**config.mk**
```make
export PLATFORM = sky130hd
export DESIGN_NAME = tick_scheduler_with_gated_counters
export DESIGN_NICKNAME = d
export VERILOG_FILES = /design/src/rtl/tsgc_pkg.sv /design/src/rtl/tsgc_front.sv /design/src/rtl/tsgc_queue.sv /design/src/rtl/tsgc_back.sv /design/src/rtl/tick_scheduler_with_gated_counters.sv
export VERILOG_INCLUDE_DIRS = /design/src /design/src/rtl
export SDC_FILE = /design/constraint.sdc
export NUM_CORES = 1
export LEC_CHECK = 0
export BUFFER_PORTS_ARGS = -buffer_cell sky130_fd_sc_hd__buf_4
export CELL_PAD_IN_SITES_DETAIL_PLACEMENT = 0
export CELL_PAD_IN_SITES_GLOBAL_PLACEMENT = 1
export CORE_ASPECT_RATIO = 1.25
export CORE_UTILIZATION = 47
export DETAILED_ROUTE_END_ITERATION = 12
export PLACE_DENSITY_LB_ADDON = 0.1
export SYNTH_ARGS = -nofsm -noshare
export SYNTH_HDL_FRONTEND = slang
export SYNTH_SLANG_ARGS = --single-unit
```
**constraint.sdc**
```tcl
create_clock -name clk -period 7.1 [get_ports clk]
set_input_delay 1.42 -clock clk [delete_from_list [all_inputs] [get_ports clk]]
set_output_delay 1.42 -clock clk [all_outputs]
set_load 0.05 [all_outputs]
```
**src/rtl/tick_scheduler_with_gated_counters_defines.svh**
```systemverilog
// Assertion macros shared by the tick scheduler RTL.
// Depends on nothing; modules that assert include it by bare file name.
`ifndef TICK_SCHEDULER_WITH_GATED_COUNTERS_DEFINES_SVH
`define TICK_SCHEDULER_WITH_GATED_COUNTERS_DEFINES_SVH

`ifndef SYNTHESIS
// Check a property on every clock edge outside reset.
`define TSGC_ASSERT(lbl, prop, msg) \
    lbl: assert property (@(posedge clk) disable iff (!rst_n) prop) \
        else $error(msg);
// Check a property on every clock edge, reset included.
`define TSGC_ASSERT_ALWAYS(lbl, prop, msg) \
    lbl: assert property (@(posedge clk) prop) \
        else $error(msg);
`else
`define TSGC_ASSERT(lbl, prop, msg)
`define TSGC_ASSERT_ALWAYS(lbl, prop, msg)
`endif

`endif

```
**src/rtl/tsgc_pkg.sv**
```systemverilog
// Shared types, codes and constants of the tick scheduler.
// Depends on nothing; used by every RTL module of the block.
`default_nettype none

package tsgc_pkg;

    // Depth of the command queue between front and back
    localparam int QUEUE_DEPTH = 2;
    // Flag slots reachable through the 4-bit request index
    localparam int MAX_FLAGS = 16;

    // Input opcodes
    localparam logic [2:0] OP_TICK      = 3'd0;
    localparam logic [2:0] OP_SET_FLAG  = 3'd1;
    localparam logic [2:0] OP_READ      = 3'd2;
    localparam logic [2:0] OP_RESET     = 3'd3;
    localparam logic [2:0] OP_CLEAR_ALL = 3'd4;

    // Counter selectors
    localparam logic [2:0] SEL_CPU       = 3'd0;
    localparam logic [2:0] SEL_INTSET    = 3'd1;
    localparam logic [2:0] SEL_INTHOLD   = 3'd2;
    localparam logic [2:0] SEL_HANDSHAKE = 3'd3;
    localparam logic [2:0] SEL_DERATE    = 3'd4;
    localparam logic [2:0] SEL_BATTERY   = 3'd5;
    localparam logic [2:0] SEL_WATCHDOG  = 3'd6;
    localparam logic [2:0] SEL_NONE      = 3'd7;

    // Result event kinds
    localparam logic [3:0] EV_REQUEST   = 4'd0;
    localparam logic [3:0] EV_DIMMING   = 4'd1;
    localparam logic [3:0] EV_BATFLOW   = 4'd2;
    localparam logic [3:0] EV_BACKLIGHT = 4'd3;
    localparam logic [3:0] EV_POWER     = 4'd4;
    localparam logic [3:0] EV_DEBUG     = 4'd5;
    localparam logic [3:0] EV_MONITOR   = 4'd6;
    localparam logic [3:0] EV_WATCHDOG  = 4'd7;
    localparam logic [3:0] EV_READ      = 4'd8;

    // Pending-event slots, in emission order
    localparam int SLOT_DIMMING  = 0;
    localparam int SLOT_BATFLOW  = 1;
    localparam int SLOT_BACKLITE = 2;
    localparam int SLOT_POWER    = 3;
    localparam int SLOT_WATCHDOG = 4;
    localparam int SLOT_DEBUG    = 5;
    localparam int SLOT_MONITOR  = 6;
    localparam int SLOT_READ     = 7;
    localparam int SLOT_COUNT    = 8;
    localparam int SLOT_W        = $clog2(SLOT_COUNT);

    // Gate enable bits
    localparam int GATE_RUN     = 0;
    localparam int GATE_DERATE  = 1;
    localparam int GATE_BATTERY = 2;
    localparam int GATE_INTSET  = 3;
    localparam int GATE_INTHOLD = 4;
    localparam int GATE_W       = 5;

    // Configuration register indexes
    localparam logic CFG_GATE_ENABLES     = 1'b0;
    localparam logic CFG_WATCHDOG_TRIGGER = 1'b1;
    localparam int   CFG_DATA_W           = 32;
    localparam logic [CFG_DATA_W-1:0] WATCHDOG_RESET = 32'd1000;

    // Periods of the fixed-rate events, in ticks
    localparam int PERIOD_DIMMING  = 6;
    localparam int PERIOD_BATFLOW  = 10;
    localparam int PERIOD_BACKLITE = 15;
    localparam int PERIOD_POWER    = 100;

    // Read value of selectors without a counter
    localparam logic [7:0] READ_NONE = 8'hFF;

    // Commands passed from front to back
    typedef enum logic [2:0] {
        CMD_TICK,
        CMD_SET,
        CMD_READ,
        CMD_RESET,
        CMD_CLEAR
    } cmd_kind_t;

    typedef struct packed {
        cmd_kind_t  kind;
        logic [3:0] index;
        logic [2:0] sel;
    } cmd_t;

    // Map a pending-event slot to its result kind
    function automatic logic [3:0] slot_kind(input logic [SLOT_W-1:0] slot);
        logic [3:0] kind;
        unique case (slot)
            3'(SLOT_DIMMING):  kind = EV_DIMMING;
            3'(SLOT_BATFLOW):  kind = EV_BATFLOW;
            3'(SLOT_BACKLITE): kind = EV_BACKLIGHT;
            3'(SLOT_POWER):    kind = EV_POWER;
            3'(SLOT_WATCHDOG): kind = EV_WATCHDOG;
            3'(SLOT_DEBUG):    kind = EV_DEBUG;
            3'(SLOT_MONITOR):  kind = EV_MONITOR;
            default:           kind = EV_READ;
        endcase
        return kind;
    endfunction

endpackage

`default_nettype wire

```
**src/rtl/tsgc_front.sv**
```systemverilog
// Front end: accepts input requests and classifies them into commands.
// Depends on tsgc_pkg; feeds tsgc_queue.
`default_nettype none

module tsgc_front #(
    parameter int FLAGS = 16
) (
    input  wire logic            in_valid,
    output logic                 in_ready,
    input  wire logic [2:0]      opcode,
    input  wire logic [3:0]      request_index,
    input  wire logic [2:0]      counter_select,
    input  wire logic            q_full,
    output logic                 push,
    output tsgc_pkg::cmd_t       cmd
);

    logic keep;

    // Take a request whenever the queue has room
    assign in_ready = !q_full;

    // Decode the opcode; drop requests that change nothing and give no result
    always_comb
    begin
        keep      = 1'b1;
        cmd.index = request_index;
        cmd.sel   = counter_select;
        cmd.kind  = tsgc_pkg::CMD_TICK;
        unique case (opcode)
            tsgc_pkg::OP_TICK:
            begin
                cmd.kind = tsgc_pkg::CMD_TICK;
            end
            tsgc_pkg::OP_SET_FLAG:
            begin
                cmd.kind = tsgc_pkg::CMD_SET;
                keep     = ({1'b0, request_index} < 5'(FLAGS));
            end
            tsgc_pkg::OP_READ:
            begin
                cmd.kind = tsgc_pkg::CMD_READ;
            end
            tsgc_pkg::OP_RESET:
            begin
                cmd.kind = tsgc_pkg::CMD_RESET;
                keep     = (counter_select != tsgc_pkg::SEL_HANDSHAKE) &&
                           (counter_select != tsgc_pkg::SEL_NONE);
            end
            tsgc_pkg::OP_CLEAR_ALL:
            begin
                cmd.kind = tsgc_pkg::CMD_CLEAR;
            end
            default:
            begin
                keep = 1'b0;
            end
        endcase
    end

    assign push = in_valid && in_ready && keep;

endmodule

`default_nettype wire

```
**src/rtl/tsgc_queue.sv**
```systemverilog
// Short command queue between the front end and the execution back end.
// Depends on tsgc_pkg and the assertion macro header.
`default_nettype none

`include "tick_scheduler_with_gated_counters_defines.svh"

module tsgc_queue (
    input  wire logic           clk,
    input  wire logic           rst_n,
    input  wire logic           push,
    input  tsgc_pkg::cmd_t      cmd_in,
    output logic                full,
    input  wire logic           pop,
    output tsgc_pkg::cmd_t      cmd_out,
    output logic                empty
);

    localparam int DEPTH = tsgc_pkg::QUEUE_DEPTH;
    localparam int PTR_W = (DEPTH > 1) ? $clog2(DEPTH) : 1;
    localparam int CNT_W = $clog2(DEPTH + 1);

    tsgc_pkg::cmd_t     mem_reg [DEPTH];
    logic [PTR_W-1:0]   wr_ptr_reg, wr_ptr_next;
    logic [PTR_W-1:0]   rd_ptr_reg, rd_ptr_next;
    logic [CNT_W-1:0]   count_reg, count_next;

    assign full    = (count_reg == CNT_W'(DEPTH));
    assign empty   = (count_reg == '0);
    assign cmd_out = mem_reg[rd_ptr_reg];

    // Advance pointers and fill count
    always_comb
    begin
        wr_ptr_next = wr_ptr_reg;
        rd_ptr_next = rd_ptr_reg;
        count_next  = count_reg;
        if (push)
        begin
            wr_ptr_next = (wr_ptr_reg == PTR_W'(DEPTH - 1)) ? '0 : wr_ptr_reg + 1'b1;
        end
        if (pop)
        begin
            rd_ptr_next = (rd_ptr_reg == PTR_W'(DEPTH - 1)) ? '0 : rd_ptr_reg + 1'b1;
        end
        if (push && !pop)
        begin
            count_next = count_reg + 1'b1;
        end
        else if (pop && !push)
        begin
            count_next = count_reg - 1'b1;
        end
    end

    always_ff @(posedge clk or negedge rst_n)
    begin
        if (!rst_n)
        begin
            wr_ptr_reg <= '0;
            rd_ptr_reg <= '0;
            count_reg  <= '0;
        end
        else
        begin
            wr_ptr_reg <= wr_ptr_next;
            rd_ptr_reg <= rd_ptr_next;
            count_reg  <= count_next;
        end
    end

    // Store the pushed command
    always_ff @(posedge clk)
    begin
        if (push)
        begin
            mem_reg[wr_ptr_reg] <= cmd_in;
        end
    end

    `TSGC_ASSERT_ALWAYS(a_no_push_full, !(push && full), "command pushed into full queue")
    `TSGC_ASSERT_ALWAYS(a_no_pop_empty, !(pop && empty), "command popped from empty queue")

endmodule

`default_nettype wire

```
**src/rtl/tsgc_back.sv**
```systemverilog
// Back end: holds counters, flags and configuration, executes commands and
// emits result events one per cycle, while the receiver is ready, through an output register.
// Depends on tsgc_pkg and the assertion macro header.
`default_nettype none

`include "tick_scheduler_with_gated_counters_defines.svh"

module tsgc_back #(
    parameter int FLAGS            = 16,
    parameter int TICKS_PER_SECOND = 1000
) (
    input  wire logic                              clk,
    input  wire logic                              rst_n,
    input  wire logic                              cfg_we,
    input  wire logic                              cfg_index,
    input  wire logic [tsgc_pkg::CFG_DATA_W-1:0]   cfg_data,
    input  wire logic                              q_empty,
    input  tsgc_pkg::cmd_t                         cmd,
    output logic                                   pop,
    output logic                                   out_valid,
    input  wire logic                              out_ready,
    output logic [3:0]                             event_kind,
    output logic [3:0]                             request_number,
    output logic [7:0]                             read_value,
    output logic                                   last
);

    localparam int P6_W   = $clog2(tsgc_pkg::PERIOD_DIMMING);
    localparam int P10_W  = $clog2(tsgc_pkg::PERIOD_BATFLOW);
    localparam int P15_W  = $clog2(tsgc_pkg::PERIOD_BACKLITE);
    localparam int P100_W = $clog2(tsgc_pkg::PERIOD_POWER);
    localparam int SEC_W  = $clog2(TICKS_PER_SECOND);
    localparam int SW     = tsgc_pkg::SLOT_W;
    localparam int SC     = tsgc_pkg::SLOT_COUNT;

    // Configuration
    logic [tsgc_pkg::GATE_W-1:0]     gate_reg;
    logic [tsgc_pkg::CFG_DATA_W-1:0] trigger_reg;

    // Phase counters, one per period
    logic [P6_W-1:0]   ph6_reg,   ph6_next,   ph6_inc;
    logic [P10_W-1:0]  ph10_reg,  ph10_next,  ph10_inc;
    logic [P15_W-1:0]  ph15_reg,  ph15_next,  ph15_inc;
    logic [P100_W-1:0] ph100_reg, ph100_next, ph100_inc;
    logic [SEC_W-1:0]  phsec_reg, phsec_next, phsec_inc;

    // Counters
    logic [31:0] cpu_reg,     cpu_next;
    logic [31:0] intset_reg,  intset_next;
    logic [31:0] inthold_reg, inthold_next;
    logic [31:0] derate_reg,  derate_next;
    logic [31:0] battery_reg, battery_next;
    logic [31:0] wdog_reg,    wdog_next, wdog_inc;

    // Request flags and pending events
    logic [FLAGS-1:0] flags_reg,     flags_next;
    logic [FLAGS-1:0] pend_flags_reg, pend_flags_next, pend_flags_rest;
    logic [SC-1:0]    pend_ev_reg,   pend_ev_next,   pend_ev_rest;
    logic [7:0]       rd_value_reg,  rd_value_next,  rd_sel_value;
    logic             pend_any;
    logic [3:0]       first_flag;
    logic [SW-1:0]    first_slot;
    logic [SC-1:0]    tick_ev;

    // Output register
    logic             out_valid_reg, out_valid_next;
    logic [3:0]       kind_reg,  kind_next;
    logic [3:0]       num_reg,   num_next;
    logic [7:0]       value_reg, value_next;
    logic             last_reg,  last_next;
    logic             emit_fire;

    assign pend_any  = (pend_flags_reg != '0) || (pend_ev_reg != '0);
    assign pop       = !pend_any && !q_empty;
    assign emit_fire = pend_any && (!out_valid_reg || out_ready);

    assign out_valid      = out_valid_reg;
    assign event_kind     = kind_reg;
    assign request_number = num_reg;
    assign read_value     = value_reg;
    assign last           = last_reg;

    // Configuration writes
    always_ff @(posedge clk or negedge rst_n)
    begin
        if (!rst_n)
        begin
            gate_reg    <= '0;
            trigger_reg <= tsgc_pkg::WATCHDOG_RESET;
        end
        else if (cfg_we)
        begin
            if (cfg_index == tsgc_pkg::CFG_GATE_ENABLES)
            begin
                gate_reg <= cfg_data[tsgc_pkg::GATE_W-1:0];
            end
            else
            begin
                trigger_reg <= cfg_data;
            end
        end
    end

    // Advance the phase counters and watchdog count by one tick
    always_comb
    begin
        ph6_inc   = (ph6_reg == P6_W'(tsgc_pkg::PERIOD_DIMMING - 1)) ? '0 : ph6_reg + 1'b1;
        ph10_inc  = (ph10_reg == P10_W'(tsgc_pkg::PERIOD_BATFLOW - 1)) ? '0 : ph10_reg + 1'b1;
        ph15_inc  = (ph15_reg == P15_W'(tsgc_pkg::PERIOD_BACKLITE - 1)) ? '0 : ph15_reg + 1'b1;
        ph100_inc = (ph100_reg == P100_W'(tsgc_pkg::PERIOD_POWER - 1)) ? '0 : ph100_reg + 1'b1;
        phsec_inc = (phsec_reg == SEC_W'(TICKS_PER_SECOND - 1)) ? '0 : phsec_reg + 1'b1;
        wdog_inc  = wdog_reg + 32'd1;
    end

    // Collect the fixed events of a tick
    always_comb
    begin
        tick_ev = '0;
        tick_ev[tsgc_pkg::SLOT_DIMMING]  = gate_reg[tsgc_pkg::GATE_RUN] && (ph6_inc == '0);
        tick_ev[tsgc_pkg::SLOT_BATFLOW]  = gate_reg[tsgc_pkg::GATE_RUN] && (ph10_inc == '0);
        tick_ev[tsgc_pkg::SLOT_BACKLITE] = gate_reg[tsgc_pkg::GATE_RUN] && (ph15_inc == '0);
        tick_ev[tsgc_pkg::SLOT_POWER]    = gate_reg[tsgc_pkg::GATE_RUN] && (ph100_inc == '0);
        tick_ev[tsgc_pkg::SLOT_WATCHDOG] = (wdog_inc == trigger_reg);
        tick_ev[tsgc_pkg::SLOT_DEBUG]    = (phsec_inc == '0);
        tick_ev[tsgc_pkg::SLOT_MONITOR]  = (phsec_inc == '0);
    end

    // Select the low byte of a counter for a read
    always_comb
    begin
        unique case (cmd.sel)
            tsgc_pkg::SEL_CPU:      rd_sel_value = cpu_reg[7:0];
            tsgc_pkg::SEL_INTSET:   rd_sel_value = intset_reg[7:0];
            tsgc_pkg::SEL_INTHOLD:  rd_sel_value = inthold_reg[7:0];
            tsgc_pkg::SEL_DERATE:   rd_sel_value = derate_reg[7:0];
            tsgc_pkg::SEL_BATTERY:  rd_sel_value = battery_reg[7:0];
            tsgc_pkg::SEL_WATCHDOG: rd_sel_value = wdog_reg[7:0];
            default:                rd_sel_value = tsgc_pkg::READ_NONE;
        endcase
    end

    // Find the lowest pending flag and the first pending event slot
    always_comb
    begin
        first_flag = '0;
        for (int i = FLAGS - 1; i >= 0; i--)
        begin
            if (pend_flags_reg[i])
            begin
                first_flag = 4'(i);
            end
        end
        first_slot = '0;
        for (int j = SC - 1; j >= 0; j--)
        begin
            if (pend_ev_reg[j])
            begin
                first_slot = SW'(j);
            end
        end
        pend_flags_rest = pend_flags_reg & (pend_flags_reg - FLAGS'(1));
        pend_ev_rest    = pend_ev_reg & (pend_ev_reg - SC'(1));
    end

    // Execute a popped command or emit the next pending event
    always_comb
    begin
        ph6_next        = ph6_reg;
        ph10_next       = ph10_reg;
        ph15_next       = ph15_reg;
        ph100_next      = ph100_reg;
        phsec_next      = phsec_reg;
        cpu_next        = cpu_reg;
        intset_next     = intset_reg;
        inthold_next    = inthold_reg;
        derate_next     = derate_reg;
        battery_next    = battery_reg;
        wdog_next       = wdog_reg;
        flags_next      = flags_reg;
        pend_flags_next = pend_flags_reg;
        pend_ev_next    = pend_ev_reg;
        rd_value_next   = rd_value_reg;
        out_valid_next  = out_valid_reg && !out_ready;
        kind_next       = kind_reg;
        num_next        = num_reg;
        value_next      = value_reg;
        last_next       = last_reg;

        if (emit_fire)
        begin
            out_valid_next = 1'b1;
            if (pend_flags_reg != '0)
            begin
                kind_next       = tsgc_pkg::EV_REQUEST;
                num_next        = first_flag;
                value_next      = '0;
                pend_flags_next = pend_flags_rest;
            end
            else
            begin
                kind_next    = tsgc_pkg::slot_kind(first_slot);
                num_next     = '0;
                value_next   = (first_slot == SW'(tsgc_pkg::SLOT_READ)) ? rd_value_reg : '0;
                pend_ev_next = pend_ev_rest;
            end
            last_next = (pend_flags_next == '0) && (pend_ev_next == '0);
        end
        else if (pop)
        begin
            unique case (cmd.kind)
                tsgc_pkg::CMD_TICK:
                begin
                    ph6_next   = ph6_inc;
                    ph10_next  = ph10_inc;
                    ph15_next  = ph15_inc;
                    ph100_next = ph100_inc;
                    phsec_next = phsec_inc;
                    cpu_next   = cpu_reg + 32'd1;
                    wdog_next  = wdog_inc;
                    if (gate_reg[tsgc_pkg::GATE_INTSET])
                    begin
                        intset_next = intset_reg + 32'd1;
                    end
                    if (gate_reg[tsgc_pkg::GATE_INTHOLD])
                    begin
                        inthold_next = inthold_reg + 32'd1;
                    end
                    if (phsec_inc == '0)
                    begin
                        if (gate_reg[tsgc_pkg::GATE_DERATE])
                        begin
                            derate_next = derate_reg + 32'd1;
                        end
                        if (gate_reg[tsgc_pkg::GATE_BATTERY])
                        begin
                            battery_next = battery_reg + 32'd1;
                        end
                    end
                    if (gate_reg[tsgc_pkg::GATE_RUN])
                    begin
                        pend_flags_next = flags_reg;
                        flags_next      = '0;
                    end
                    pend_ev_next = tick_ev;
                end
                tsgc_pkg::CMD_SET:
                begin
                    flags_next[cmd.index[$clog2(FLAGS > 1 ? FLAGS : 2)-1:0]] = 1'b1;
                end
                tsgc_pkg::CMD_READ:
                begin
                    rd_value_next                      = rd_sel_value;
                    pend_ev_next[tsgc_pkg::SLOT_READ]  = 1'b1;
                end
                tsgc_pkg::CMD_RESET:
                begin
                    unique case (cmd.sel)
                        tsgc_pkg::SEL_CPU:      cpu_next     = '0;
                        tsgc_pkg::SEL_INTSET:   intset_next  = '0;
                        tsgc_pkg::SEL_INTHOLD:  inthold_next = '0;
                        tsgc_pkg::SEL_DERATE:   derate_next  = '0;
                        tsgc_pkg::SEL_BATTERY:  battery_next = '0;
                        tsgc_pkg::SEL_WATCHDOG: wdog_next    = '0;
                        default:                cpu_next     = cpu_reg;
                    endcase
                end
                tsgc_pkg::CMD_CLEAR:
                begin
                    flags_next = '0;
                end
                default:
                begin
                    flags_next = flags_reg;
                end
            endcase
        end
    end

    // Control state and counters
    always_ff @(posedge clk or negedge rst_n)
    begin
        if (!rst_n)
        begin
            ph6_reg        <= '0;
            ph10_reg       <= '0;
            ph15_reg       <= '0;
            ph100_reg      <= '0;
            phsec_reg      <= '0;
            cpu_reg        <= '0;
            intset_reg     <= '0;
            inthold_reg    <= '0;
            derate_reg     <= '0;
            battery_reg    <= '0;
            wdog_reg       <= '0;
            flags_reg      <= '0;
            pend_flags_reg <= '0;
            pend_ev_reg    <= '0;
            out_valid_reg  <= 1'b0;
        end
        else
        begin
            ph6_reg        <= ph6_next;
            ph10_reg       <= ph10_next;
            ph15_reg       <= ph15_next;
            ph100_reg      <= ph100_next;
            phsec_reg      <= phsec_next;
            cpu_reg        <= cpu_next;
            intset_reg     <= intset_next;
            inthold_reg    <= inthold_next;
            derate_reg     <= derate_next;
            battery_reg    <= battery_next;
            wdog_reg       <= wdog_next;
            flags_reg      <= flags_next;
            pend_flags_reg <= pend_flags_next;
            pend_ev_reg    <= pend_ev_next;
            out_valid_reg  <= out_valid_next;
        end
    end

    // Payload registers
    always_ff @(posedge clk)
    begin
        rd_value_reg <= rd_value_next;
        kind_reg     <= kind_next;
        num_reg      <= num_next;
        value_reg    <= value_next;
        last_reg     <= last_next;
    end

    `TSGC_ASSERT(a_pop_when_idle, pop |-> !pend_any && !emit_fire, "command taken while busy")
    `TSGC_ASSERT(a_last_drains, (emit_fire && last_next) |=> !pend_any, "events left after last")
    `TSGC_ASSERT(a_more_pending, (emit_fire && !last_next) |=> pend_any, "last missing on final event")
    `TSGC_ASSERT_ALWAYS(a_read_alone, !pend_ev_reg[tsgc_pkg::SLOT_READ] || ((pend_flags_reg == '0) && (pend_ev_reg[tsgc_pkg::SLOT_READ-1:0] == '0)), "read mixed with tick events")

endmodule

`default_nettype wire

```
**src/rtl/tick_scheduler_with_gated_counters.sv**
```systemverilog
// Top level of the tick scheduler: front end, command queue and back end.
// Depends on tsgc_pkg, tsgc_front, tsgc_queue and tsgc_back.
//
// Usage:
//   Input channel (in_valid/in_ready) carries one request: a 1 ms tick, a
//   flag set, a counter read, a counter reset or a clear of all flags.
//   Output channel (out_valid/out_ready) carries result events; last marks
//   the final event caused by one request. Requests with no events give
//   no result.
//   Configuration is written through cfg_we/cfg_index/cfg_data while idle.
// Timing:
//   A request enters a two-entry queue at acceptance; the back end pops it
//   when no events are pending, and its first event then goes out through
//   the output register. The back end handles one request at a time: it
//   executes the request, emits its events one by one while the receiver
//   accepts them, and pops the next request once none are pending.
// Reset clears counters, phase, flags, the queue and the output register;
//   gate_enables resets to 0 and watchdog_trigger to 1000.
// A stalled receiver holds the current event; the queue keeps accepting
//   requests until it fills, then in_ready drops.
`default_nettype none

module tick_scheduler_with_gated_counters #(
    parameter int REQUEST_SLOTS    = 16,
    parameter int TICKS_PER_SECOND = 1000
) (
    input  wire logic                              clk,
    input  wire logic                              rst_n,
    input  wire logic                              in_valid,
    output logic                                   in_ready,
    input  wire logic [2:0]                        opcode,
    input  wire logic [3:0]                        request_index,
    input  wire logic [2:0]                        counter_select,
    output logic                                   out_valid,
    input  wire logic                              out_ready,
    output logic [3:0]                             event_kind,
    output logic [3:0]                             request_number,
    output logic [7:0]                             read_value,
    output logic                                   last,
    input  wire logic                              cfg_we,
    input  wire logic                              cfg_index,
    input  wire logic [tsgc_pkg::CFG_DATA_W-1:0]   cfg_data
);

    // Only flags reachable by the request index get storage
    localparam int FLAGS = (REQUEST_SLOTS < tsgc_pkg::MAX_FLAGS) ?
                           REQUEST_SLOTS : tsgc_pkg::MAX_FLAGS;

    logic           push;
    logic           pop;
    logic           q_full;
    logic           q_empty;
    tsgc_pkg::cmd_t cmd_in;
    tsgc_pkg::cmd_t cmd_out;

    tsgc_front #(
        .FLAGS          (FLAGS)
    ) u_front (
        .in_valid       (in_valid),
        .in_ready       (in_ready),
        .opcode         (opcode),
        .request_index  (request_index),
        .counter_select (counter_select),
        .q_full         (q_full),
        .push           (push),
        .cmd            (cmd_in)
    );

    tsgc_queue u_queue (
        .clk     (clk),
        .rst_n   (rst_n),
        .push    (push),
        .cmd_in  (cmd_in),
        .full    (q_full),
        .pop     (pop),
        .cmd_out (cmd_out),
        .empty   (q_empty)
    );

    tsgc_back #(
        .FLAGS            (FLAGS),
        .TICKS_PER_SECOND (TICKS_PER_SECOND)
    ) u_back (
        .clk            (clk),
        .rst_n          (rst_n),
        .cfg_we         (cfg_we),
        .cfg_index      (cfg_index),
        .cfg_data       (cfg_data),
        .q_empty        (q_empty),
        .cmd            (cmd_out),
        .pop            (pop),
        .out_valid      (out_valid),
        .out_ready      (out_ready),
        .event_kind     (event_kind),
        .request_number (request_number),
        .read_value     (read_value),
        .last           (last)
    );

endmodule

`default_nettype wire

```
---- Yosys cells after proc, flatten, opt, wreduce, memory -nomap -nowiden ----
Memory sizes are Yosys's and may differ from the RTL's.
Cells that the tools add are included.
operators by class
  magnitude comparators ................... 2
  equality and inequality tests ........... 41
  mux-type cells .......................... 73
  add/subtract/negate cells ............... 17
  bitwise logic cells ..................... 7
  reduce and logical (&&, ||, !) cells .... 64
operators with widths
  operator                                                                  number
  32-bit two-way mux                                                        12
  32-bit case mux with 2 select lines                                       6
  32-bit by 1-bit adder with 32-bit output (second input constant)          6
  16-bit two-way mux                                                        7
  16-bit case mux with 3 select lines                                       1
  8-bit case mux with 6 select lines                                        1
  4-bit two-way mux                                                         10
  3-bit two-way mux                                                         13
  32-bit equality test                                                      1
  8-bit two-way mux                                                         4
  3-bit equality test (second input constant)                               10
  4-bit case mux with 7 select lines                                        1
  2-bit by 1-bit inequality test with 1-bit output (second input constant)  12
  3-bit by 2-bit equality test with 1-bit output (second input constant)    7
  16-bit AND                                                                1
  16-bit zero test                                                          1
  16-bit bitwise OR                                                         1
  16-bit nonzero test                                                       1
  16-bit by 1-bit subtractor with 16-bit output (second input constant)     1
  3-bit zero test                                                           5
  1-bit logical AND                                                         14
  7-bit two-way mux                                                         2
  3-bit by 1-bit equality test with 1-bit output (second input constant)    4
  3-bit case mux with 4 select lines                                        1
  43 further kinds                                                          82
storage, ports and cells
  flip-flop bits (word level) ............. 327
  RAM bits ................................ 20
  memories ................................ 1
  input port bits ......................... 48
memory list
  memory           words  width  read ports  clocked after memory_dff  write ports  RTL line          text
  u_queue.mem_reg  2      10     1           0                         1            tsgc_queue.sv:22  tsgc_pkg::cmd_t mem_reg [DEPTH];

---- Logic depth before layout (Yosys ltp) ----
Gate-level depths: netlist (run 1).
  depth after elaboration ................. 15
  depth in mapped cells ................... 11
  depth with buffers taken out ............ 8

---- Cells and area by module ----
A second synthesis (run 1) with hierarchy kept.
unflattened totals
  cells, all modules ...................... 1,249
  area total of the unflattened synthesis .. 12,284.3 um2
by module, submodules not included
  module      area an instance (um2)  cells each  times used
  tsgc_back   11,274.6                1,188       1
  tsgc_queue  913.4                   47          1
  tsgc_front  96.3                    14          1

---- Worst setup path before layout (run 1) ----
OpenSTA, ideal clock, no wires.
  path type ............................... input -> register
  from .................................... in out_ready
  to ...................................... reg u_back.pend_flags_reg[12]
  library setup time ...................... 65 ps
  required time ........................... 7,035 ps
  path buffers ............................ 0
  arrival time ............................ 2,849 ps
  stages on the path ...................... 6
  path slack .............................. 4,185 ps
  cells stage by stage .................... nand2b_1 -> o21ai_2 -> clkinv_1 -> nor2_2 -> a21o_1 -> a22o_1
between the ends
  cells in the longest elaborated chain, start to end .. 4
  elaborated cells between the ends (all ways) .. 7
ends and longest elaborated chain
  element                               RTL line                                  text
  start, declared                       tick_scheduler_with_gated_counters.sv:35  input wire logic out_ready,
  1-bit logical OR (*)                  tsgc_back.sv:75                           assign emit_fire = pend_any && (!out_valid_reg || out_ready);
  1-bit logical AND (*)                 tsgc_back.sv:75
  via u_back.emit_fire                  tsgc_back.sv:71                           logic emit_fire;
  2-bit nonzero test (no source line)   -
  3-bit AND reduction (no source line)  -
  end signal, assigned                  tsgc_back.sv:314                          pend_flags_reg <= pend_flags_next;
  end, declared                         tsgc_back.sv:57                           logic [FLAGS-1:0] pend_flags_reg, pend_flags_next, pend_flags_rest;
Mark *: on every way through the listed nets, which the timed path passes. The rest lies on a longest branch.
A chain may end at the register's enable or synchronous reset.

---- Final worst setup path (run 1) ----
  from .................................... reg u_back.pend_flags_reg[0]
  to ...................................... reg u_back.rd_value_reg[3], enable pin
between the ends
  cells in the longest elaborated chain, start to end .. 5
  elaborated cells between the ends (all ways) .. 7
ends and longest elaborated chain
  element                                                      RTL line                          text
  16-bit nonzero test (*)                                      tsgc_back.sv:73                   assign pend_any = (pend_flags_reg != '0) || (pend_ev_reg != '0);
  1-bit logical OR (*)                                         tsgc_back.sv:73
  1-bit zero test / 1-bit logical AND (equally long branches)  tsgc_back.sv:74, tsgc_back.sv:75
  1-bit logical AND / 1-bit NOT (equally long branches)        -
  3-bit AND reduction (no source line) (*)                     -
  end signal, assigned                                         tsgc_back.sv:323                  rd_value_reg <= rd_value_next;
  end, declared                                                tsgc_back.sv:59                   logic [7:0] rd_value_reg, rd_value_next, rd_sel_value;
Every way passes the cells marked *; elsewhere a longest branch is shown, timed or not.

==> out/summary.md, run 1 <==
When the netlist entered floorplanning its net count stood at 1401. Synthesis produced a netlist whose cell count is 1343. The worst path in the final design needs a cycle of 3730 ps, including I/O delays and setup. The tools report the capture point of the worst reg-to-reg path as u_back.rd_value_reg[3]$_DFFE_PP_. Wire length per cell: 19.1 um. The run gives 1737 as the filler-free cell count of the finished design. Across every metal layer, demand over resource in global routing totals 25.0%. The run gives 0 as the initial antenna violation count.

The via count of the first global-routing pass is 10000. For the worst setup path, the data required time is 7240 ps. Headroom to the max-slew limit came out at 20.6%.

Summing the sequential cell areas from Yosys gives 47.2% of the chip area. The layout has 2414 filler cells. Total power for the finished layout comes to 5.42 mW.

After synthesis, the share of flip-flops with an asynchronous set or reset is 80.2%. Setup repair after global routing left no endpoint under its margin. Startpoint-to-endpoint class of the critical path: reg -> reg. In this run, CTS created clock tree buffers numbering 25. Detailed routing inserted a total of 10500 vias. The total overflow left after global routing is 0. The average cell area after synthesis was 9.33 sq um. The tools report the count of H-tree levels built during CTS as 1.

The most frequently used flop master after synthesis was dfrtp_1. Counting distinct cell types in the post-synthesis netlist gives 80. The cell area after placement was 0.0133 sq mm. The clock reaches the later pin of the worst-skew pair after 520 ps. The core footprint is 0.0261 sq mm. In this run the worst hold path is classified as reg -> reg.

Once the clock tree was built, the setup fixing pass inserted 0 buffers. For the final weighted congestion in routability-driven placement, the log shows 0.875. The sequential cell area in the final layout is 0.00591 sq mm, and the first-pass iteration count of the detailed router is 5.

The die span in x is 148 um. The worst register-to-register path has a depth of 5. The flow ran to the end, and the final reports show no timing, DRC or antenna violations. The first global-routing pass estimated 54.4 mm of wire. The worst register-to-register path has a setup slack of 3370 ps. For the final database, setup skew stands at 11.7 ps.

After synthesis the cells add up to 0.0125 sq mm. The critical-path maximum fanout was 11. The floorplan has 66 rows. For this block, the routed nets add up to 33.2 mm of wire.

The most frequent cell on the critical path is nor4_4. For the count of final max-slew check failures, the log shows 0. In this run the most critical hold path is launched from u_back.flags_reg[13]$_DFFE_PN0P_. The longest clock path from root to sink contains 3 buffers.

Leaving out fill and tap cells, the most frequent cell in the layout is dfrtp_1. The count of buffers inserted at the top-level ports works out to 66. Max-cap violations in this run came to 0. Number of endpoints with negative hold slack in the final report: 0. Based on the critical path, the design can be clocked at up to 0.268 GHz.

The repair_antennas step left the layout with diodes totalling 0. The worst hold path passes through 2 cells. The pin count of the biggest net entering global routing is 121, and the part of the cycle the worst path needs is 52.5%. The fraction of layout cells with a size suffix above 1 is 14.0%, and the clock-pin transition on the worst setup and hold timing paths is 60 ps.

Leaving out fill and tap cells, the most frequent cells in the layout are dfrtp_1 (176), nand2_1 (154), o21ai_0 (130). Power spread over the standard cell area amounts to 384 mW/mm^2. Final layout net count: 1437.

The critical path startpoint category is a flip-flop. The quantity of hold-fixing buffers added after cts is 0. The worst hold path endpoint was u_back.pend_flags_reg[13]$_DFFE_PN0P_. Counting flops and latches in the post-synthesis netlist gives 227.

The total negative slack came out at 0 ps. Number of remaining DRC errors: 0. The signal on the critical path passes through nor4_4, nand3_1, nor4_4, inv_1, nor3_1. TritonCTS built the clock tree.

The initial utilization of the core area, before any placement, comes to 48.0%. STA classifies the critical path endpoint as a flip-flop. Setup violations remaining at the end of the flow were counted as 0.

HPWL after detailed placement: 23.4 mm. Pin placement for this block handled 67 I/O pins. Once detail routing completed, the nets flagged for antenna violations numbered 0. At the pin with the least slew margin, the transition time is 1160 ps.

Measured along the y axis, the die boundary spans 185 um. The worst-case IR drop observed on VDD is 0.000220 V. In this run the static leakage power is 5.81 nW. Counting flops with a built-in enable in the synthesized netlist gives 45.

Arrival time at the worst endpoint: 3860 ps. The logs give 0 for the number of gates resized after CTS and 609 for the starting DRC count in detailed routing. The highest cell delay on the worst timing path is 960 ps, and the overall die area is 0.0273 sq mm. The slowest cell on the critical path is nor3_1. The source of the worst register-to-register timing path is u_back.pend_flags_reg[0]$_DFFE_PN0P_. In this run the clock root is driven by a clkbuf_16. In the final layout, the multi-input gates occupy 0.00624 sq mm.

The tree built by TritonCTS fans out to 227 sinks. The minimum hold slack is 474 ps, and the total placed cells including tap cells is 1692. For the total non-filler cell area in the finished layout, the log shows 0.0141 sq mm. Compared with the post-synthesis result, the final layout area differs by 12.6%. In the routed layout, each cell is associated on average with a via count of 6.03.

The tools report the count of yosys warnings during synthesis as 0.
kinds of logic (layout without fill, tap and decap cells):
group | Yosys count | after routing | share of synthesized area (%)
buf+inv | 97 | 151 | 3.20
flops | 227 | 227 | 47.2
fa+ha+maj | 15 | 15 | 1.40
mux | 51 | 51 | 4.48
simple gates | 517 | 517 | 20.8
compound gates | 386 | 386 | 19.5
xor+xnor | 50 | 50 | 3.49
power breakdown:
group / internal (mW) / switching [mW]
clock: 0.806 / 0.528
sequential: 1.67 / 0.247
combinational: 0.669 / 1.51
total: 3.14 / 2.28
cell usage after synthesis, types with 12 or more instances:
master	instances	area (sq um)
dfrtp_1	176	4400
nand2_1	154	578
o21ai_0	131	656
nor2_1	108	405
a21oi_1	57	285
nand3_1	53	265
edfxtp_1	45	1350
clkbuf_1	42	158
mux2_2	41	462
a31oi_1	39	244
xnor2_1	35	307
and3_1	33	206
nand4_1	31	194
o31ai_1	31	233
inv_1	28	105
nor3_1	27	135
nand2b_1	20	125
buf_2	17	85.1
and2_1	16	100
xor2_1	15	131
o21ai_1	12	60.1
how the worst max path moves through the flow:
| stage | cells past startpoint | slack (ps) | start | end |
|---|---|---|---|---|
| after floorplan | 6 | 4190 | out_ready | u_back.pend_flags_reg[12]$_DFFE_PN0P_ |
| after global placement | 5 | 3490 | u_back.pend_flags_reg[0]$_DFFE_PN0P_ | u_back.rd_value_reg[3]$_DFFE_PP_ |
| after detailed placement | 5 | 3380 | u_back.pend_flags_reg[0]$_DFFE_PN0P_ | u_back.rd_value_reg[3]$_DFFE_PP_ |
| after CTS | 5 | 3390 | u_back.pend_flags_reg[0]$_DFFE_PN0P_ | u_back.rd_value_reg[3]$_DFFE_PP_ |
| after global routing | 8 | 2970 | u_back.pend_flags_reg[0]$_DFFE_PN0P_ | u_back.flags_reg[3]$_DFFE_PN0P_ |
| final | 5 | 3370 | u_back.pend_flags_reg[0]$_DFFE_PN0P_ | u_back.rd_value_reg[3]$_DFFE_PP_ |
critical path, delay by kind of cell, from the launching register on:
kind                   cells  cell delay, ps
DFF                        1             460
buffers and inverters      1             290
and+or+nand+nor            4            2590
layout make-up:
class	instances	share of cell area [%]
Multi-Input combinational cell	1019	44.2
Sequential cell	227	41.9
Clock buffer	35	5.05
Timing Repair Buffer	77	4.14
Tap cell	340	3.01
Clock inverter	10	0.904
Inverter	29	0.771
metrics by stage:
stage	util, %	setup WS, ps
floorplan	-	4190
global placement	50.9	3490
detailed placement	50.9	3380
CTS	54.1	3390
global route	54.1	2970
finish	54.1	3370
per-layer routing:
metal	vias up	part of all wire [%]	GRT usage [%]
li1	5051	-	-
met1	5087	45	33.7
met2	278	48	41.9
met3	60	4.4	2.55
met4	0	2.9	8.33
met5	-	0	0
Note: power is estimated with default switching activity, not from simulation.
==> inputs of run 2 (changes only) <==
==> constraint.sdc (replaced) <==
create_clock -name clk -period 3.43 [get_ports clk]
set_input_delay 0.686 -clock clk [delete_from_list [all_inputs] [get_ports clk]]
set_output_delay 0.686 -clock clk [all_outputs]
set_load 0.05 [all_outputs]
==> run 2 against run 1 <==
Against the previous run: clock power increased by 100%; combinational power increased by 120%; via count increased by 2.2%; fmax increased by 20%; non-clock buffer count increased by 32.
==> out/summary.md, run 2 (synthesized netlist as in run 1, its figures left out) <==
The run gives 0 (unchanged) as the antenna violation net count after detailed routing. The tools report the overall routing resource usage as 25.5% (+0.55 points). For the number of core rows, the log shows 66 (unchanged). The measured slew at the worst slew-check pin works out to 930 ps (-228 ps). The mean number of vias per cell came out at 6.05 (+0.36%). The total negative slack is 0 ps (unchanged). The arrival time at the worst endpoint is 3560 ps (-300 ps), and the initial antenna violation count is 0 (unchanged). The cell area after placement is 0.0135 sq mm (+1.9%), and the overall die area is 0.0273 sq mm (unchanged). The number of top-level pins was 67 (unchanged); the path depth of the worst reg2reg path was 8 (+3). The run gives 320 ps (-3060 ps) as the slack of the worst reg-to-reg path.

The number of clock sinks seen by CTS is 227 (unchanged). The time the worst path needs with I/O delays and setup is 3110 ps (-611 ps). The sequential cell area in the final layout was 0.00591 sq mm (unchanged); the fraction of layout cells with a size suffix above 1 was 15.3% (+1.3 points).

The critical-path maximum fanout is 9 (-2). The power per standard cell area is 802 mW/mm^2 (+110%), and the post-layout utilization of the core is 54.9% (+0.85 points). The filler-free cell count of the finished design came out at 1769 (+1.8%).

The first-pass iteration count of the detailed router is 5 (unchanged), and the final layout net count is 1469 (+2.2%). The required time of the critical path is 3870 ps (-3370 ps). Kind of path behind the tightest hold check: in -> async. The starting DRC count in detailed routing is 690 (+13%), and the die span in x is 148 um (unchanged). The tools report the maximum operating frequency as 0.321 GHz (+20%). The endpoint identified for the worst register-to-register timing path is u_back.pend_ev_reg[4]$_DFFE_PN0P_.

The count of buffers inserted at the top-level ports was 66 (unchanged); the count of H-tree levels built during CTS was 1 (unchanged). The run gives 5.95 nW (+2.4%) as the reported leakage power. TritonCTS built the clock tree.

The antenna diode count is 0 (unchanged). Setup repair after global routing left no endpoint under its margin. The post-synthesis to final-layout area growth is 14.4%.

Peak supply drop: 0.000497 V (+130%). The final clock skew came out at 18.4 ps (+6.69 ps). The flow ran to the end, and the final reports show no timing, DRC or antenna violations. For the number of violations of the max-capacitance limit, the log shows 0 (unchanged). The critical path in this run is classified as reg -> reg. The clock latency of the later-clocked register in the worst-skew pair came out at 540 ps (+20 ps). The run gives 10400 (+3.7%) as the via count of the first global-routing pass. The run gives 25 (unchanged) as the number of buffers created by CTS. The core footprint was 0.0261 sq mm (unchanged).

The clock-pin transition on the worst setup and hold timing paths came out at 60 ps (about the same). The overall power after layout came out at 11.5 mW (+110%). The die boundary height is 185 um (unchanged), and the buffers inserted during post-CTS setup optimization is 0 (unchanged).

The first-pass GRT wire length is 55.4 mm (+1.8%), and the total overflow reported by the global router is 0 (unchanged). The run gives 0.00624 sq mm (about the same) as the footprint of the multi-input gates. The final weighted congestion in routability-driven placement is 0.899 (+2.8%). The tools report the effective utilization at floorplan as 48.0% (unchanged).

The run gives 37.9% (+17 points) as the normalized max-slew margin. The worst setup path is launched from a flip-flop. STA classifies the critical path endpoint as a flip-flop.

The part of the cycle the worst path needs was 90.8% (+38 points); the count of final max-slew check failures was 0 (unchanged). The quantity of hold-fixing buffers added after cts was 0 (unchanged); the total setup violations reported at the end of the flow was 0 (unchanged). The wire length per cell was 19.3 um (+0.97%). Number of remaining DRC errors: 0 (unchanged). The most common library cell in the layout ignoring fill and taps is dfrtp_1. For the number of fillers in the final layout, the log shows 2425 (+0.46%).

The routed wire length is 34.1 mm (+2.8%), and the total placed cells including tap cells is 1724 (+1.9%). For the total non-filler cell area in the finished layout, the log shows 0.0143 sq mm (+1.6%). Source of the worst register-to-register timing path: u_back.wdog_reg[0]$_DFFE_PN0P_. The logs give 24.4 mm (+4.3%) for the HPWL after detailed placement and 0 (unchanged) for the number of endpoints with negative hold slack in the final report. The clock root buffer was clkbuf_16. In the layout the commonest cells are dfrtp_1 (176), nand2_1 (154), o21ai_0 (130).

The total number of vias is 10700 (+2.2%). The pin count of the biggest net entering global routing is 79 (-35%). For the maximum root-to-sink buffer count, the log shows 3 (unchanged).
[run 2: cell types whose count changed in the layout (fill, tap and decap cells not counted), sizes merged]
cell,previous run,this run
clkbuf,36,39
clkinv,7,6
clkinvlp,1,0
bufinv,3,2
buf,76,108
[run 2: worst max-delay path by stage]
| stage | start | end | slack, ps | cells after the start |
|---|---|---|---|---|
| after floorplan | u_back.pend_flags_reg[8]$_DFFE_PN0P_ | u_back.pend_flags_reg[12]$_DFFE_PN0P_ | 650 | 9 |
| after global placement | u_back.wdog_reg[0]$_DFFE_PN0P_ | u_back.pend_ev_reg[4]$_DFFE_PN0P_ | 250 | 8 |
| after detailed placement | u_back.wdog_reg[0]$_DFFE_PN0P_ | u_back.pend_ev_reg[4]$_DFFE_PN0P_ | 240 | 8 |
| after CTS | u_back.wdog_reg[0]$_DFFE_PN0P_ | u_back.pend_ev_reg[4]$_DFFE_PN0P_ | 220 | 8 |
| final | u_back.wdog_reg[0]$_DFFE_PN0P_ | u_back.pend_ev_reg[4]$_DFFE_PN0P_ | 320 | 8 |
| after global routing | u_back.wdog_reg[0]$_DFFE_PN0P_ | u_back.pend_ev_reg[4]$_DFFE_PN0P_ | 50 | 8 |
[run 2: stage by stage]
stage	hold WS, ps	setup WS [ps]
finish	166	316
global placement	465	251
floorplan	390	652
global route	235	51.7
CTS	212	216
detailed placement	473	239
[run 2: worst max-delay path, cell delays in order, from the launching register on]
cell and delay [ps]:
dfrtp_1 490, ha_1 360, nand3_1 310, or4_1 690, a211oi_1 300, o21ai_0 220
a211oi_1 270, nand4_1 190, o21ai_1 180
[run 2: layout make-up]
type | instances | area share, %
clock buffers | 38 | 5.07
well taps | 340 | 2.97
flip-flops and latches | 227 | 41.2
repair buffers | 109 | 5.84
clock inverters | 7 | 0.559
multi-input cells | 1019 | 43.6
inverters | 29 | 0.759
[run 2: metal layers]
layer | global-route usage [%] | share of wire, % | routed length (um)
met5 | 0 | 0 | 0
met4 | 8.21 | 2.4 | 816
met3 | 2.87 | 4.1 | 1410
met2 | 44.2 | 50 | 17000
met1 | 33.3 | 44 | 14900
[run 2: repair_timing]
item	CTS	global route
gates resized for setup	0	2
endpoints found under the hold margin	0	0
setup endpoints to repair	0	1
[run 2: power breakdown]
part | internal (mW) | switching, mW
clock network | 1.60 | 1.09
logic | 1.62 | 3.25
registers | 3.44 | 0.493
total | 6.66 | 4.84
==> inputs of run 3 (changes only) <==
--- a/config.mk
+++ b/config.mk
@@ -6,11 +6,12 @@
 export SDC_FILE = /design/constraint.sdc
 export NUM_CORES = 1
 export LEC_CHECK = 0
+export ABC_AREA = 1
 export BUFFER_PORTS_ARGS = -buffer_cell sky130_fd_sc_hd__buf_4
 export CELL_PAD_IN_SITES_DETAIL_PLACEMENT = 0
 export CELL_PAD_IN_SITES_GLOBAL_PLACEMENT = 1
 export CORE_ASPECT_RATIO = 1.25
-export CORE_UTILIZATION = 47
+export CORE_UTILIZATION = 42
 export DETAILED_ROUTE_END_ITERATION = 12
 export PLACE_DENSITY_LB_ADDON = 0.1
 export SYNTH_ARGS = -nofsm -noshare
==> constraint.sdc (replaced) <==
create_clock -name clk -period 2.7 [get_ports clk]
set_input_delay 0.54 -clock clk [delete_from_list [all_inputs] [get_ports clk]]
set_output_delay 0.54 -clock clk [all_outputs]
set_load 0.05 [all_outputs]
==> run 3 against run 2 <==
Against the previous run: sequential cell count unchanged; clock power grew 36%; fmax grew 27%; worst hold slack gained 21 ps; first-iteration DRC count down 25%; largest cell class is now registers; highest routed layer unchanged.
==> out/summary.md, run 3 <==
The measured slew at the worst slew-check pin was 783 ps (-148 ps); the sequential fraction of the synthesis area was 47.6% (+0.38 points). The synthesized flop and latch total works out to 227 (unchanged). The time the worst path needs with I/O delays and setup came out at 2450 ps (-668 ps). The first-pass GRT wire length is 53.0 mm (-4.4%), and the arrival time at the worst endpoint is 2900 ps (-660 ps).

STA classifies the critical path startpoint as a flip-flop. The logs give 10300 (-1.2%) for the via count of the first global-routing pass and 0.0292 sq mm (+12%) for the core footprint. The type of destination of the critical path was a flip-flop. The proportion of netlist area held by the largest area contributor is 35.4% (+0.28 points).

Post-layout utilization of the core: 49.8% (-5.2 points). The most frequently used flop master after synthesis was dfrtp_1. The die span in x is 156 um (+5.3%), and the total length of routed met2 wires is 16.2 mm (-4.7%). Total negative slack: 0 ps (unchanged).

The tools report the met3 wirelength from detailed routing as 1.01 mm (-28%). The startpoint-to-endpoint class of the critical path was reg -> reg. The wire length per cell came out at 15.7 um (-18%). Ranked by total cell area, the synthesized netlist is headed by dfrtp_1 (35%), nand2_1 (12%), edfxtp_1 (11%). The logs give 5 (unchanged) for the first-pass iteration count of the detailed router and 14.7 mm (-0.95%) for the met1 routed wirelength after detailed routing. For the overall die area, the log shows 0.0303 sq mm (+11%). The number of remaining DRC errors was 0 (unchanged); the total placed cells including tap cells was 2032 (+18%).

The required time of the critical path is 3150 ps (-720 ps), and the number of endpoints with negative hold slack in the final report is 0 (unchanged). Number of distinct library cells after synthesis: 61 (-24%). Compared with the post-synthesis result, the final layout area differs by 16.7%. The reported leakage power came out at 6.63 nW (+11%). The clock-pin transition on the worst setup and hold timing paths was 60 ps (about the same). The commonest cells after synthesis are nand2_1 (395), inv_1 (216), dfrtp_1 (176), nor2_1 (160), nand3_1 (111). TritonCTS built the clock tree. The normalized max-slew margin was 47.6% (+9.8 points); the mean number of vias per cell was 5.12 (-15%). The initial antenna violation count came out at 0 (unchanged).

The run finished with clean final reports. The power per standard cell area came out at 583 mW/mm^2 (-27%). For the number of violations of the max-capacitance limit, the log shows 0 (unchanged).

The run gives 0.409 GHz (+27%) as the maximum operating frequency. The run gives 3 (unchanged) as the maximum root-to-sink buffer count. For the number of nets in the synthesized netlist, the log shows 1624 (+16%).

The overall routing resource usage was 22.2% (-3.3 points). Leaving out fill and tap cells, the most frequent cell in the layout is nand2_1. The tools report the final clock skew as 11.0 ps (-7.45 ps). The fraction of layout cells with a size suffix above 1 works out to 12.6% (-2.6 points). The antenna violation net count after detailed routing was 0 (unchanged); the slack of the critical path was 254 ps (-62.4 ps). Leaving out fill and tap cells, the most frequent cells in the layout are nand2_1 (394), inv_1 (216), dfrtp_1 (176). The tools report the number of core rows as 70 (+6.1%).

The kind of path behind the tightest hold check is in -> reg. The total number of vias was 10600 (-0.55%); the die boundary height was 194 um (+5.3%). The tools report the pin count of the biggest net entering global routing as 58 (-27%).

The average cell area after synthesis came out at 7.94 sq um (-15%). The highest signal layer in the routed design is met4. The routed wire length came out at 32.7 mm (-4.1%).

The HPWL after detailed placement was 24.5 mm (+0.57%). Yosys instantiated no cell more often than nand2_1. Biggest area consumer among synthesized cells: dfrtp_1.

Setup repair after global routing left no endpoint under its margin. The tools report the buffers inserted during post-CTS setup optimization as 0 (unchanged). The tools report the effective utilization at floorplan as 42.6% (-5.4 points). The run gives 540 ps (about the same) as the clock latency of the later-clocked register in the worst-skew pair. The number of top-level pins is 67 (unchanged), and the count of final max-slew check failures is 0 (unchanged). The total overflow reported by the global router was 0 (unchanged).

The count of buffers inserted at the top-level ports is 66 (unchanged). For the filler-free cell count of the finished design, the log shows 2081 (+18%). The tools report the antenna diode count as 0 (unchanged). The share of flip-flops with an asynchronous set or reset after synthesis was 80.2% (unchanged). CTS placed an instance of clkbuf_16 at the clock tree root. The part of the cycle the worst path needs is 90.6% (-0.18 points), and the number of flops mapped to enable cells by yosys is 45 (unchanged). The logs give 163 ps (-75.7 ps) for the worst setup slack before clock tree synthesis and 227 (unchanged) for the number of clock sinks seen by CTS.

The number of buffers created by CTS is 26 (+4.0%). The tools report the final layout net count as 1723 (+17%). The overall power after layout came out at 8.46 mW (-26%). The logs give 0.879 (-2.3%) for the final weighted congestion in routability-driven placement and 0.0124 sq mm (-0.80%) for the synthesized area.

Peak supply drop: 0.000462 V (-7.0%). The logs give 519 (-25%) for the starting DRC count in detailed routing and 1 (unchanged) for the count of H-tree levels built during CTS. The synthesized instance count is 1566 (+17%), and the total setup violations reported at the end of the flow is 0 (unchanged). The critical-path maximum fanout was 36 (+27). The count of yosys warnings during synthesis was 0 (unchanged).
run 3: cell count changes after synthesis, sizes merged, moves of 20 or more:
cell    previous run  this run
nor2             110       178
o22ai             11        45
o31ai             31         6
inv               28       225
mux2              41        15
a31oi             39         7
nand3             53       114
and3              33         0
nand2b            20         0
xnor2             35         4
nand2            154       402
o21ai            144        86
clkbuf            43        12
run 3: worst max-delay path: stages, from the launching register on:
cell     delay, ps
dfrtp_1        440
nor2_4         190
nand2_2        140
nor2_4         150
nand3_2        130
a21oi_4        270
inv_2          130
nor2_8         170
inv_4          170
nand2_1        220
nand4_1        210
o21ai_0        120
run 3: cells by family after synthesis:
| logic type | after synthesis | synth area share (%) |
|---|---|---|
| DFF | 227 | 47.6 |
| xor gates and xnor gates | 33 | 2.55 |
| and+or+nand+nor | 780 | 27.6 |
| muxes | 15 | 1.36 |
| AOI/OAI and AO/OA | 248 | 12.1 |
| buffers and inverters | 253 | 7.88 |
| adders and majority gates | 10 | 1.01 |
run 3: path summary, 6_finish.rpt:
| path | startpoint | endpoint | slack, ps | cells past startpoint |
|---|---|---|---|---|
| worst max-delay path | u_back.pend_flags_reg[0]$_DFFE_PN0P_ | u_back.pend_ev_reg[6]$_DFFE_PN0P_ | 250 | 11 |
| worst min-delay path | counter_select[2] | u_queue.mem_reg[0][2]$_DFFE_PP_ | 190 | 1 |
| worst max register to register | u_back.pend_flags_reg[0]$_DFFE_PN0P_ | u_back.pend_ev_reg[6]$_DFFE_PN0P_ | 250 | 11 |
| worst min register to register | u_queue.count_reg[0]$_DFFE_PN0P_ | u_queue.count_reg[0]$_DFFE_PN0P_ | 480 | 1 |
| max in group asynchronous | rst_n | u_back.trigger_reg[7]$_DFFE_PN1P_ | 1460 | 3 |
| min in group asynchronous | rst_n | u_back.ph100_reg[3]$_DFFE_PN0P_ | 520 | 2 |
run 3: what timing repair did:
action / 4_1_cts / 5_1_grt
hold endpoints to repair: 21 / 0
hold buffers: 1 / 0
setup endpoints to repair: 0 / 17
resized for setup: 0 / 8
run 3: power by group:
part | total [mW] | switching [mW] | internal [mW] | leakage (nW)
clock | 3.66 | 1.46 | 2.21 | 0.417
combinational | 0.949 | 0.606 | 0.344 | 3.40
sequential | 3.85 | 0.137 | 3.71 | 2.81
total | 8.46 | 2.20 | 6.26 | 6.63
run 3: area by class of cell:
| cell class | count | area, sq um |
|---|---|---|
| timing repair buffer | 99 | 806 |
| clock buffer | 37 | 743 |
| sequential | 227 | 5910 |
| tap | 396 | 495 |
| clock inverter | 11 | 145 |
| multi-input combinational | 1086 | 5570 |
| fill | 2875 | 14600 |
| inverter | 225 | 847 |
run 3: per-layer routing:
metal	track usage, %	vias up
li1	-	5390
met1	29.2	5050
met2	38.3	170
met3	2.43	38
met4	6.35	0
met5	0	-
run 3: stage by stage:
stage | hold slack (ps) | instance area [sq um]
after floorplan | 244 | 12400
after global placement | 461 | 13600
after detailed placement | 470 | 13600
after CTS | 157 | 14500
after global routing | 166 | 14500
final | 187 | 14500
